<file path="src/rtl/lmsc_pkg.sv">
// ----------------------------------------------------------------------------
// lmsc_pkg
// Shared types, constants and the brightness functions of the LED matrix
// scan controller.
// ----------------------------------------------------------------------------
package lmsc_pkg;

  localparam int NUM_LINES = 16;
  localparam int LINE_W    = (NUM_LINES > 1) ? $clog2(NUM_LINES) : 1;
  localparam int CNT_W     = $clog2(NUM_LINES + 1);
  localparam int WORD_W    = 32;
  localparam int MEM_W     = 2 * WORD_W;

  localparam logic [WORD_W-1:0] BLANK_WORD = {WORD_W{1'b1}};

  localparam logic [9:0] ILLUM_HIGH = 10'd900;
  localparam logic [9:0] ILLUM_LOW  = 10'd24;
  localparam logic [9:0] ON_MAX     = 10'd512;
  localparam logic [9:0] ON_MIN     = 10'd1;
  localparam logic [9:0] ON_OFFSET  = 10'd10;
  localparam logic [9:0] LINE_TIME  = 10'd492;

  typedef enum logic [1:0] {
    CMD_SET   = 2'd0,
    CMD_CLEAR = 2'd1,
    CMD_SHOW  = 2'd2,
    CMD_NONE  = 2'd3
  } cmd_t;

  typedef enum logic [1:0] {
    ST_IDLE,
    ST_SET_WR,
    ST_SHOW
  } state_t;

  typedef struct packed {
    logic              rd_en;
    logic [LINE_W-1:0] rd_addr;
    logic              wr_en;
    logic [LINE_W-1:0] wr_addr;
    logic [MEM_W-1:0]  wr_data;
    logic              clr;
  } store_req_t;

  function automatic logic [9:0] on_time_of(input logic [9:0] illum);
    logic [9:0] t;
    if (illum > ILLUM_HIGH) begin
      t = ON_MAX;
    end else if (illum < ILLUM_LOW) begin
      t = ON_MIN;
    end else begin
      t = {1'b0, illum[9:1]} - ON_OFFSET;
    end
    return t;
  endfunction

  function automatic logic [8:0] off_time_of(input logic [9:0] on_t);
    logic [9:0] d;
    d = LINE_TIME - on_t;
    if (on_t >= LINE_TIME) begin
      return 9'd0;
    end
    return d[8:0];
  endfunction

endpackage

</file>
<file path="src/rtl/led_matrix_scan_controller.sv">
// ----------------------------------------------------------------------------
// led_matrix_scan_controller
// Two-color LED matrix frame store with line scan output.
//
// Input channel (in_valid/in_stall) carries one command word: set pixel,
// clear frame or show frame. Output channel (out_valid/out_stall) carries
// line words: line select, green and red words (active low), on and off time.
// Set pixel is a read-modify-write of one frame store entry: a read on accept,
// then a write, input stalled during the write cycle. Clear frame drops all
// per-line valid bits at once. Show frame reads one line per cycle from the
// frame store port while the output does not stall and issues NUM_LINES line
// words, the last flagged with last_line. Input is stalled until the last
// line word is loaded into the output register.
// A stalled output word holds; the one-entry read pipeline behind it holds
// too, so no line is lost or repeated.
// Reset blanks the frame (all ones) and empties the output register.
// ----------------------------------------------------------------------------
module led_matrix_scan_controller (
  input  logic        clk,
  input  logic        rst,
  input  logic        in_valid,
  output logic        in_stall,
  input  logic [1:0]  cmd,
  input  logic        pixel_on,
  input  logic [4:0]  col,
  input  logic [3:0]  row,
  input  logic        color,
  input  logic [9:0]  illum,
  output logic        out_valid,
  input  logic        out_stall,
  output logic [3:0]  line_sel,
  output logic [31:0] green_word,
  output logic [31:0] red_word,
  output logic [9:0]  on_time,
  output logic [8:0]  off_time,
  output logic        last_line
);
  import lmsc_pkg::*;

  state_t            state, state_next;
  store_req_t        req;
  logic [MEM_W-1:0]  rd_data;

  logic              accept;
  logic              load;
  logic              dat_last;
  logic              issue_done;

  logic [LINE_W-1:0] set_addr;
  logic [4:0]        set_col;
  logic              set_lit;
  logic              set_plane;
  logic [9:0]        on_reg;
  logic [8:0]        off_reg;
  logic [CNT_W-1:0]  issue_cnt;
  logic              data_vld;
  logic [LINE_W-1:0] dat_line;

  logic [WORD_W-1:0] cur_word;
  logic [WORD_W-1:0] bit_mask;
  logic [WORD_W-1:0] new_word;

  lmsc_store u_store (
    .clk     (clk),
    .rst     (rst),
    .req     (req),
    .rd_data (rd_data)
  );

  assign in_stall   = (state != ST_IDLE);
  assign accept     = in_valid && !in_stall;
  assign load       = (state == ST_SHOW) && data_vld && (!out_valid || !out_stall);
  assign dat_last   = (dat_line == LINE_W'(NUM_LINES - 1));
  assign issue_done = (issue_cnt == CNT_W'(NUM_LINES));

  assign cur_word = set_plane ? rd_data[WORD_W-1:0] : rd_data[MEM_W-1:WORD_W];
  assign bit_mask = WORD_W'(1) << (~set_col);
  assign new_word = set_lit ? (cur_word & ~bit_mask) : (cur_word | bit_mask);

  always_ff @(posedge clk) begin
    if (rst) begin
      state <= ST_IDLE;
    end else begin
      state <= state_next;
    end
  end

  always_comb begin
    state_next = state;
    req        = '0;
    case (state)
      ST_IDLE: begin
        if (accept) begin
          case (cmd_t'(cmd))
            CMD_SET: begin
              if ({1'b0, row} < 5'(NUM_LINES)) begin
                req.rd_en   = 1'b1;
                req.rd_addr = row[LINE_W-1:0];
                state_next  = ST_SET_WR;
              end
            end
            CMD_CLEAR: begin
              req.clr = 1'b1;
            end
            CMD_SHOW: begin
              state_next = ST_SHOW;
            end
            default: begin
            end
          endcase
        end
      end
      ST_SET_WR: begin
        req.wr_en   = 1'b1;
        req.wr_addr = set_addr;
        req.wr_data = set_plane ? {rd_data[MEM_W-1:WORD_W], new_word}
                                : {new_word, rd_data[WORD_W-1:0]};
        state_next  = ST_IDLE;
      end
      ST_SHOW: begin
        if ((!data_vld || load) && !issue_done) begin
          req.rd_en   = 1'b1;
          req.rd_addr = issue_cnt[LINE_W-1:0];
        end
        if (load && dat_last) begin
          state_next = ST_IDLE;
        end
      end
      default: begin
        state_next = ST_IDLE;
      end
    endcase
  end

  // command capture
  always_ff @(posedge clk) begin
    if (accept) begin
      set_addr  <= row[LINE_W-1:0];
      set_col   <= col;
      set_lit   <= pixel_on;
      set_plane <= color;
      on_reg    <= on_time_of(illum);
      off_reg   <= off_time_of(on_time_of(illum));
    end
  end

  // show read pipeline
  always_ff @(posedge clk) begin
    if (rst) begin
      issue_cnt <= '0;
      data_vld  <= 1'b0;
    end else if (accept) begin
      issue_cnt <= '0;
      data_vld  <= 1'b0;
    end else if (state == ST_SHOW) begin
      if (req.rd_en) begin
        issue_cnt <= issue_cnt + CNT_W'(1);
      end
      data_vld <= req.rd_en || (data_vld && !load);
    end
  end

  always_ff @(posedge clk) begin
    if ((state == ST_SHOW) && req.rd_en) begin
      dat_line <= req.rd_addr;
    end
  end

  // output register
  always_ff @(posedge clk) begin
    if (rst) begin
      out_valid <= 1'b0;
    end else if (load) begin
      out_valid <= 1'b1;
    end else if (!out_stall) begin
      out_valid <= 1'b0;
    end
  end

  always_ff @(posedge clk) begin
    if (load) begin
      line_sel   <= 4'(dat_line);
      green_word <= rd_data[MEM_W-1:WORD_W];
      red_word   <= rd_data[WORD_W-1:0];
      on_time    <= on_reg;
      off_time   <= off_reg;
      last_line  <= dat_last;
    end
  end

  a_show_blocks_input: assert property (@(posedge clk) disable iff (rst)
    (state == ST_SHOW) |-> in_stall)
    else $error("input taken during show");

  a_last_line_ends_show: assert property (@(posedge clk) disable iff (rst)
    (load && dat_last) |=> (state == ST_IDLE))
    else $error("show did not end after last line");

  a_held_data_stable: assert property (@(posedge clk) disable iff (rst)
    (data_vld && (state == ST_SHOW) && !load) |=>
      (data_vld && $stable(dat_line) && $stable(rd_data)))
    else $error("pending line data lost");

  a_no_write_with_clear: assert property (@(posedge clk) disable iff (rst)
    !(req.wr_en && (req.clr || req.rd_en)))
    else $error("store write overlaps clear or read");

  a_set_write_follows: assert property (@(posedge clk) disable iff (rst)
    (state == ST_SET_WR) |=> (state == ST_IDLE))
    else $error("set write not single cycle");

endmodule

</file>
<file path="src/rtl/lmsc_store.sv">
// ----------------------------------------------------------------------------
// lmsc_store
// Frame store: one 64-bit entry per line, green word high, red word low.
// Per-line valid bits stand in for the blank reset value; clear drops them all.
// ----------------------------------------------------------------------------
module lmsc_store (
  input  logic                         clk,
  input  logic                         rst,
  input  lmsc_pkg::store_req_t         req,
  output logic [lmsc_pkg::MEM_W-1:0]   rd_data
);
  import lmsc_pkg::*;

  logic [MEM_W-1:0]     mem [NUM_LINES];
  logic [NUM_LINES-1:0] vld;

  always_ff @(posedge clk) begin
    if (req.wr_en) begin
      mem[req.wr_addr] <= req.wr_data;
    end
  end

  always_ff @(posedge clk) begin
    if (rst) begin
      vld <= '0;
    end else if (req.clr) begin
      vld <= '0;
    end else if (req.wr_en) begin
      vld[req.wr_addr] <= 1'b1;
    end
  end

  always_ff @(posedge clk) begin
    if (req.rd_en) begin
      rd_data <= vld[req.rd_addr] ? mem[req.rd_addr] : {BLANK_WORD, BLANK_WORD};
    end
  end

endmodule
</file>
<file path="config.mk">
export PLATFORM = sky130hd
export DESIGN_NAME = led_matrix_scan_controller
export DESIGN_NICKNAME = d
export VERILOG_FILES = /design/src/rtl/lmsc_pkg.sv /design/src/rtl/led_matrix_scan_controller.sv /design/src/rtl/lmsc_store.sv
export SDC_FILE = /design/constraint.sdc
export NUM_CORES = 2
export LEC_CHECK = 0
export ABC_AREA = 1
export BUFFER_PORTS_ARGS = -buffer_cell sky130_fd_sc_hd__buf_2
export CAP_MARGIN = 40
export CORE_ASPECT_RATIO = 1.4
export CORE_MARGIN = 2
export CORE_UTILIZATION = 50
export CTS_CLUSTER_SIZE = 8
export DETAILED_ROUTE_END_ITERATION = 6
export GPL_TIMING_DRIVEN = 0
export PLACE_DENSITY = 0.67
export SYNTH_ARGS = -nofsm -noshare
export SYNTH_HDL_FRONTEND = slang
export SYNTH_SLANG_ARGS = --single-unit
</file>
<file path="constraint.sdc">
create_clock -name clk -period 8.1 [get_ports clk]
set_input_delay 1.215 -clock clk [delete_from_list [all_inputs] [get_ports clk]]
set_output_delay 1.215 -clock clk [all_outputs]
set_load 0.005 [all_outputs]
</file>
==> metrics.txt <==
max reg flops roughly 1000; Fin. Hold Viols 0; Layout Cells excl Fill 6921; GRT Overall Usage 0.300; Area contributors post-synth edfxtp_1 67%, nand3_1 11%, inv_1 6.2%; I/O pin total ~120; Die Span X 283 um; share of the synthesized area in the top cell type 0.667; clock buffer count from CTS 172; row cnt ~140; adder-cell share of the synthesized area 0.00115; CTS Hold Bufs 0; Largest Register u_store.mem; Placer Congestion about 1.0; number of synthesized flops with an enable pin roughly 1200; First-pass DRT Iterations 5; Worst Max-Slew Pin Slew 915 ps; first-pass GRT wire length between 200000 and 250000 um; CTS tree built; vias in the first global route about 38000; CTS sink cnt approximately 1200; CP Launch Type input pin; Resized cells post-CTS 0; setup violators final 0; xor and xnor area share after synthesis 0.000482; Synth Net Count 5103; relative slew slack 0.383; largest family of logic cells by synthesized area simple AND/OR/NAND/NOR gates; Yosys top cell by area edfxtp_1; layout cell share with drive strength beyond 1 0.0995; Routed WL per cell approximately 24 um; CP Capture Type flip-flop; Cell Area, Synth 54500 sq um; initial core utilization 0.504; area share of and/or/nand/nor cells after synthesis 0.212; Fill cells around 8700; H-tree levels 4; Seq/Total Area, Yosys 0.676; Core Box Area around 110000 sq um; Leak between 20 and 25 nW; Final Net Count about 5500; CP max FO 14; CTS Buffer Depth 3; worst vdd ir 0.195 mV; Avg Inst Size Synth around 11 sq um; mux cell area share after synthesis 0; drt via density approximately 5.6; Primary FF master, synth edfxtp_1; PortBufs about 120; Detail Route Antenna Nets 0; later-pin clock latency in the skew report 810 ps; clock root buffer clkbuf_16; number of distinct library cells after synthesis 35; Max Cap Violations 0; DRC violations left 0; largest registers u_store.mem: 1024 flops, u_store.rd_data: 64 flops; Setup CP Type input pin to flip-flop; Tmin final between 3000 and 4000 ps; final wirelength roughly 170000 um; largest net degree at the start of global routing 34; register bit total from synthesis 1235; complex-gate fraction of the synthesized area 0.0187; Synth warnings 0; PwrDens 226 nW/um^2; Cells after Synth a little over 5000; Hold WS a little over 400 ps; die height between 300 and 400 um; fin crit share 0.414; vias just under 40000; skew final roughly 27 ps; DRT iter0 DRCs 4291; detailed placement HPWL roughly 120000 um; CP required 8640 ps; Die Area around 110000 sq um; Peak Freq 0.299 GHz; Arrival @ worst endpoint between 3000 and 4000 ps; grt ovf 0; Cells after DPL around 6700; Area growth, synth to finish 15.3%; Slew Viols, Final 0; Hold Crit Class flip-flop to flip-flop; setup bufs post-CTS 0; status finished clean; Async SR Flop Fraction 0; initial antenna violation count 10; RSZ-0062 raised after global routing false; Reg clk slew, reported paths approximately 50 ps
-- path summary, 6_finish.rpt --
kind	startpoint	slack [ps]	endpoint	cells after the start
max	cmd[1]	4750	u_store.rd_data[48]$_SDFFCE_PN1P_	14
min reg2reg	on_reg[1]$_DFFE_PN_	410	on_time[1]$_DFFE_PP_	0
max reg2reg	issue_cnt[0]$_SDFFE_PP0P_	4810	u_store.rd_data[48]$_SDFFCE_PN1P_	14
min	on_reg[1]$_DFFE_PN_	410	on_time[1]$_DFFE_PP_	0
-- cell families (layout without fill, tap and decap cells) --
kind of cell,Yosys count,after routing
buffers and inverters,1280,1676
and+or+nand+nor,2394,2394
xor gates and xnor gates,3,3
other,0,4
adders and majority gates,5,5
DFF,1235,1235
AOI/OAI and AO/OA,154,154
-- layout by cell type, fill, tap and decap left out, types with 17 or more instances in the layout --
cell type,instances
o31ai_1,20
nand3_1,1189
edfxtp_1,1210
nand2_1,769
nand3b_1,263
inv_1,901
clkbuf_1,144
dfxtp_1,25
buf_1,57
buf_2,250
clkinv_1,61
clkbuf_16,174
nor2_4,17
nor2_1,133
o21ai_0,33
o22ai_1,18
buf_12,37
buf_4,23
o211ai_1,64
-- through the flow --
step           total power (W)  setup WS, ps  TNS [ps]  instance area, sq um   util
3_5_place_dp           0.00781          3960         0                 58000  0.536
3_3_place_gp           0.00779         -2200   -159540                 56900  0.526
5_1_grt                 0.0145          4660         0                 62800  0.580
6_report                0.0142          4750         0                 62800  0.580
2_1_floorplan          0.00753          2350         0                 54500      -
4_1_cts                 0.0142          4800         0                 62800  0.580
-- worst max-delay path, stage by stage --
cell	delay, ps
buf_2	110
or2_1	250
nor2_4	170
nand2_2	160
nand2_4	160
buf_2	730
buf_2	410
nand2_1	90
nand3_1	80
nand3_1	140
nand3_1	150
nand2_1	110
clkinv_1	60
nand2_1	40
-- Yosys cell counts (5+ instances only) --
master    number
inv_1        902
nor3_1         6
ha_1           5
buf_2        126
nand2_1      770
clkbuf_1     114
nand3_1     1189
nor2_1       149
o22ai_1       18
buf_1         57
dfxtp_1       25
o21ai_0       33
edfxtp_1    1210
buf_4         16
o31ai_1       20
o211ai_1      64
a21oi_1       14
nand3b_1     263
clkinv_1      61
-- where the power goes --
part           leakage [nW]  internal, W  switching [W]
combinational          9.99     0.000163       0.000464
clock                  2.30      0.00385        0.00265
sequential             12.7      0.00703      0.0000403
-- per-layer routing --
layer | up-vias | part of all wire | wire [um] | track usage
li1 | 17740 | - | - | -
met1 | 18906 | 0.37 | 61800 | 0.351
met2 | 1823 | 0.50 | 84900 | 0.523
met3 | 456 | 0.071 | 12000 | 0.0477
met4 | 2 | 0.060 | 10200 | 0.176
met5 | - | 0.000077 | 13 | 0
-- layout make-up --
class | instances | area (sq um) | share of cell area
tap | 1450 | 1810 | 0.0289
multi-input combinational | 2556 | 12800 | 0.203
sequential | 1235 | 36800 | 0.586
timing repair buffer | 178 | 1620 | 0.0258
clock inverter | 14 | 283 | 0.00450
buffer | 314 | 1400 | 0.0223
antenna | 4 | 10.0 | 0.000159
inverter | 966 | 3630 | 0.0577
clock buffer | 204 | 4470 | 0.0711
(Power assumes the default switching activity.)
